`config.mk`:
```
export PLATFORM = sky130hd
export DESIGN_NAME = attack_release_envelope_detector
export DESIGN_NICKNAME = d
export VERILOG_FILES = /design/src/rtl/core/arenv_pkg.sv /design/src/rtl/core/attack_release_envelope_detector.sv
export SDC_FILE = /design/constraint.sdc
export NUM_CORES = 1
export LEC_CHECK = 0
export BUFFER_PORTS_ARGS = -buffer_cell sky130_fd_sc_hd__clkbuf_2
export CAP_MARGIN = 10
export CORE_MARGIN = 3
export CORE_UTILIZATION = 43
export CTS_CLUSTER_DIAMETER = 200
export DETAILED_ROUTE_END_ITERATION = 6
export PLACE_DENSITY = 0.62
export SLEW_MARGIN = 20
export SYNTH_ARGS = -nofsm -noshare
export SYNTH_HDL_FRONTEND = slang
export SYNTH_SLANG_ARGS = --single-unit
```
`constraint.sdc`:
```
create_clock -name clk -period 10.3 [get_ports clk]
set_clock_uncertainty 0.15 [all_clocks]
set_input_delay 0.515 -clock clk [delete_from_list [all_inputs] [get_ports clk]]
set_output_delay 0.515 -clock clk [all_outputs]
set_load 0.005 [all_outputs]
```
`src/rtl/core/arenv_pkg.sv`:
```
`default_nettype none

package arenv_pkg;

  // detect_mode codes
  localparam logic [1:0] MODE_PASS   = 2'd0;
  localparam logic [1:0] MODE_SQUARE = 2'd1;
  localparam logic [1:0] MODE_ABS    = 2'd2;

  // configuration register indexes
  localparam logic [1:0] CFG_DETECT_MODE  = 2'd0;
  localparam logic [1:0] CFG_ATTACK_COEF  = 2'd1;
  localparam logic [1:0] CFG_RELEASE_COEF = 2'd2;

  typedef enum logic [2:0] {
    ST_IDLE,
    ST_SQUARE,
    ST_NORM,
    ST_DIFF,
    ST_SCALE,
    ST_SUM
  } state_t;

endpackage

`default_nettype wire

```
`src/rtl/core/attack_release_envelope_detector.sv`:
```
// Attack/release envelope detector.
// Input channel (in_valid/in_ready): one signed sample and a hold flag per
// transaction. Output channel (out_valid/out_ready): one envelope per input.
// Config channel (cfg_valid/cfg_ready, always ready): index 0 detect_mode,
// 1 attack_coef, 2 release_coef; other indexes are ignored. Write config
// only while the block is idle.
// Every item without hold runs through one shared signed multiplier
// under a small sequencer: an optional squaring pass, then the
// coefficient product. A held item goes straight to the sum step; pass
// and absolute value run difference, scale and sum; square first runs
// square and normalize.
// in_ready is high only while the sequencer is idle. A finished result
// sits in the output register while the next item is accepted and
// processed; the sequencer waits in its last step only if the output
// register is still full when the next result is ready.
// Reset (synchronous, active low) clears the envelope, all config
// registers and the output valid flag; the output data is not reset.
`default_nettype none

module attack_release_envelope_detector #(
  parameter int SAMPLE_WIDTH = 16,
  parameter int COEF_WIDTH   = 16
) (
  input  wire                           clk,
  input  wire                           rst_n,
  input  wire                           in_valid,
  output logic                          in_ready,
  input  wire signed [SAMPLE_WIDTH-1:0] in_sample,
  input  wire                           in_hold,
  output logic                          out_valid,
  input  wire                           out_ready,
  output logic signed [SAMPLE_WIDTH:0]  out_envelope,
  input  wire                           cfg_valid,
  output logic                          cfg_ready,
  input  wire        [1:0]              cfg_index,
  input  wire        [COEF_WIDTH-1:0]   cfg_data
);

  localparam int XW = SAMPLE_WIDTH + 1;   // detected value / envelope
  localparam int DW = SAMPLE_WIDTH + 2;   // difference
  localparam int MW = (DW > COEF_WIDTH + 1) ? DW : COEF_WIDTH + 1;
  localparam int PW = 2 * MW;

  arenv_pkg::state_t state_r, state_nxt;

  logic [1:0]            mode_r;
  logic [COEF_WIDTH-1:0] attack_r, release_r, coef_r;
  logic signed [XW-1:0]  x_r, last_r, env;
  logic signed [DW-1:0]  d_r;
  logic signed [PW-1:0]  prod_r, prod_sh;
  logic                  hold_r;
  logic                  out_valid_r;
  logic signed [XW-1:0]  out_env_r;

  logic signed [XW-1:0]  sx, absx, x_in;
  logic signed [MW-1:0]  mul_a, mul_b;
  logic signed [PW-1:0]  mul_p;
  logic                  accept, out_free;

  assign accept   = in_valid && in_ready;
  assign out_free = !out_valid_r || out_ready;

  assign cfg_ready    = 1'b1;
  assign out_valid    = out_valid_r;
  assign out_envelope = out_env_r;

  // front end
  assign sx   = XW'(in_sample);
  assign absx = sx[XW-1] ? -sx : sx;

  always_comb begin
    unique case (mode_r)
      arenv_pkg::MODE_SQUARE: x_in = absx;  // magnitude, squared later
      arenv_pkg::MODE_ABS:    x_in = absx;
      default:                x_in = sx;
    endcase
  end

  // shared multiplier
  always_comb begin
    if (state_r == arenv_pkg::ST_SQUARE) begin
      mul_a = MW'(x_r);
      mul_b = MW'(x_r);
    end else begin
      mul_a = MW'(d_r);
      mul_b = MW'({1'b0, coef_r});
    end
  end

  assign mul_p   = PW'(mul_a) * PW'(mul_b);
  assign prod_sh = prod_r >>> COEF_WIDTH;
  assign env     = hold_r ? last_r : x_r + XW'(prod_sh);

  always_comb begin
    state_nxt = state_r;
    in_ready  = 1'b0;
    unique case (state_r)
      arenv_pkg::ST_IDLE: begin
        in_ready = 1'b1;
        if (in_valid) begin
          if (in_hold)
            state_nxt = arenv_pkg::ST_SUM;
          else if (mode_r == arenv_pkg::MODE_SQUARE)
            state_nxt = arenv_pkg::ST_SQUARE;
          else
            state_nxt = arenv_pkg::ST_DIFF;
        end
      end
      arenv_pkg::ST_SQUARE: state_nxt = arenv_pkg::ST_NORM;
      arenv_pkg::ST_NORM:   state_nxt = arenv_pkg::ST_DIFF;
      arenv_pkg::ST_DIFF:   state_nxt = arenv_pkg::ST_SCALE;
      arenv_pkg::ST_SCALE:  state_nxt = arenv_pkg::ST_SUM;
      arenv_pkg::ST_SUM: begin
        if (out_free)
          state_nxt = arenv_pkg::ST_IDLE;
      end
      default: state_nxt = arenv_pkg::ST_IDLE;
    endcase
  end

  always_ff @(posedge clk) begin
    if (!rst_n) begin
      state_r     <= arenv_pkg::ST_IDLE;
      mode_r      <= '0;
      attack_r    <= '0;
      release_r   <= '0;
      last_r      <= '0;
      out_valid_r <= 1'b0;
    end else begin
      state_r <= state_nxt;

      if (cfg_valid) begin
        unique case (cfg_index)
          arenv_pkg::CFG_DETECT_MODE:  mode_r    <= cfg_data[1:0];
          arenv_pkg::CFG_ATTACK_COEF:  attack_r  <= cfg_data;
          arenv_pkg::CFG_RELEASE_COEF: release_r <= cfg_data;
          default: ;
        endcase
      end

      if (state_r == arenv_pkg::ST_SUM && out_free) begin
        last_r      <= env;
        out_valid_r <= 1'b1;
      end else if (out_ready) begin
        out_valid_r <= 1'b0;
      end
    end
  end

  // datapath, no reset needed
  always_ff @(posedge clk) begin
    if (accept) begin
      x_r    <= x_in;
      hold_r <= in_hold;
    end
    unique case (state_r)
      arenv_pkg::ST_SQUARE: prod_r <= mul_p;
      arenv_pkg::ST_NORM:   x_r    <= prod_r[SAMPLE_WIDTH-1 +: XW];
      arenv_pkg::ST_DIFF: begin
        d_r    <= DW'(last_r) - DW'(x_r);
        coef_r <= (x_r > last_r) ? attack_r : release_r;
      end
      arenv_pkg::ST_SCALE:  prod_r <= mul_p;
      default: ;
    endcase
    if (state_r == arenv_pkg::ST_SUM && out_free)
      out_env_r <= env;
  end

endmodule

`default_nettype wire

```
==> metrics.cfg <==
[outcome]
status=finished clean

[synthesis]
muxShareOfSynthArea=0.0168
synth-xor-area-share=0.0320
ys_ff_latch=142
synth_ff_type=edfxtp_1
synth-async-reset-ratio=0
ys_top_cells_by_count=inv_1, nand2_1, fa_1, nor2_1, ha_1
synth.distinct_cells=76
synth_top_area_cell=fa_1
synthCells=1984
synth_area_leaders=fa_1, edfxtp_1, ha_1
synth_compound_area_frac=0.0798
netlist_area_mm2=0.0180
synth_most_common_cell=inv_1
synth.avg_cell_area_um2=9.10
synth_top_family_by_area=adder cells
synth_fa_ha_area_frac=0.424
synth-edff-count=87
yosysWarnings=0
yosys.area.top_type_share=0.341
synth-simple-area-share=0.151
yosysSeqAreaShare=0.206
synth_nets=2451

[timing]
hold_ws_ns=0.143
fmax_ghz=0.113
period_needed_ns=8.86
setup_tns_ns=0
setup_viol=0
timing.final.hold_violations=0
finalMaxSlewViolations=0
worst_pin_slew_ns=1.13
slew_headroom=0.246
fin_crit_sh=0.860
rsz0062_at_grt=no

[setup_path]
reg2reg_from=state_r[2]
cp.arrival_ns=8.90
endpoint_kind=register
worstSetupPathType=register to register
worstPathCellList=or3b_2 > buf_4 > nor2_1 > a21oi_1 > nor2_1 > fa_1 > inv_1 > fa_1 > fa_1 > inv_1 > fa_1 > fa_1 > fa_1 > ha_1 > a2111oi_4 > o211ai_2 > nor2b_4 > a221oi_4 > a21oi_2 > o41ai_4 > o22ai_2 > o21a_1 > nor2_2 > xnor2_1
r2r_setup_slack_ns=1.44
cpMaxStageDelayCell=a21oi_1
critical_path.startpoint=state_r[2]
crit_top_cell=fa_1
path_max_fanout=46
critPathLaunchType=register
max_stage_delay_ns=0.88
required_ns=10.34

[clock_tree]
cts_setup_buffers=0
cts_root_buf=clkbuf_16
htreeDepth=4
cts_tree=done
clk_latency_ns=0.45
cts_sinks=142
ctsResizeCount=0
cts.path.max_buffers=2
cts_buffers=17
clk_pin_slew_ns=0.07
holdBufCountCts=0

[cells_and_area]
stdcell_area_mm2=0.0195
fill_cells=4011
nets=2483
syn_to_final_growth_pct=7.98
final_util=0.474
layout-drive-gt1-share=0.0744
diodes=0

[drt]
wl_um=49500
vias=13500
initialDrtViolationCount=975
ant_nets=0
vias_per_cell=5.27
drc=0
first_pass_iters=6
post_drt_wl_per_cell_um=19.3

[grt]
grt_pass1_wl_um=80100
track_usage=0.235
antenna_found_initial=0
overflow=0
grt_max_degree=47
grt_pass1_vias=14400

[floorplan]
ios=60
die-area_mm2=0.0445
die_y_um=211
num_rows=74
fp.coreArea_mm2=0.0411
die_w_um=211
initial_core_util=0.439

[place]
numPortBuffers=58
routabilityCongestion=0.937
postPlaceCellArea_mm2=0.0189
hpwl_um=40700

[run]
cap_violations=0

[hold_path]
min_path_type=primary input to register
min_from=in_hold

==> registers in the layout, summed over array words and instances (netlist names), 3 cells and up <==
register      flops
attack_r         16
coef_r           16
d_r              18
last_r           17
out_envelope     17
prod_r           18
release_r        16
state_r           3
x_r              17
==> layer usage <==
| metal | share of wire | track usage | up-vias | wire length [µm] |
|---|---|---|---|---|
| li1 | - | - | 6224 | - |
| met1 | 0.42 | 0.309 | 6727 | 20900 |
| met2 | 0.47 | 0.385 | 446 | 23300 |
| met3 | 0.060 | 0.0408 | 110 | 2950 |
| met4 | 0.047 | 0.102 | 0 | 2320 |
| met5 | 0 | 0 | - | 0 |
==> area by class of cell <==
type                       count  area (µm²)  area share
tap                          532         666      0.0342
sequential                   142        3710       0.191
multi-input combinational   1410       12700       0.653
clock inverter                12         113     0.00578
clock buffer                  20         479      0.0246
inverter                     372        1400      0.0717
timing repair buffer          73         403      0.0207
==> cell usage in the layout, fill, tap and decap left out, types with 17 or more instances in the layout <==
| cell type | n |
|---|---|
| a21oi_1 | 110 |
| o21ai_0 | 51 |
| fa_1 | 307 |
| nand2_1 | 323 |
| nor2_1 | 236 |
| dfxtp_1 | 55 |
| ha_1 | 120 |
| xnor2_1 | 50 |
| clkbuf_16 | 19 |
| inv_1 | 371 |
| nor3_1 | 17 |
| clkbuf_2 | 58 |
| edfxtp_1 | 87 |
==> worst max-delay path: cells and delay by family, from the launching register on <==
family                   cells  cell delay [ns]
XOR/XNOR                     1             0.07
flip-flops                   1             0.57
AND/OR/NAND/NOR              5             1.11
buffers and inverters        3             0.60
AO/OA/AOI/OAI                8             2.67
adder cells (fa/ha/maj)      7             3.41
==> through the flow <==
stage	std cells	setup slack, ns
after CTS	2561	1.48
after global placement	2529	1.68
after floorplan	1984	2.75
after detailed placement	2529	1.51
after global routing	2561	0.937
final	2561	1.44
==> cell families after synthesis <==
| logic type | Yosys count |
|---|---|
| and+or+nand+nor | 659 |
| buffers and inverters | 432 |
| adders and majority gates | 427 |
| AOI/OAI and AO/OA | 229 |
| DFF | 142 |
| xor gates and xnor gates | 66 |
| muxes | 28 |
| other | 1 |
==> path summary, 6_finish.rpt <==
check                 endpoint  cells after the start
setup / recovery    prod_r[31]                     24
hold reg to reg   release_r[2]                      2
hold / removal          hold_r                      1
setup reg to reg    prod_r[31]                     24
Power is not shown: default switching activity piles up to over one toggle a cycle in this logic, so the estimate is an artifact.
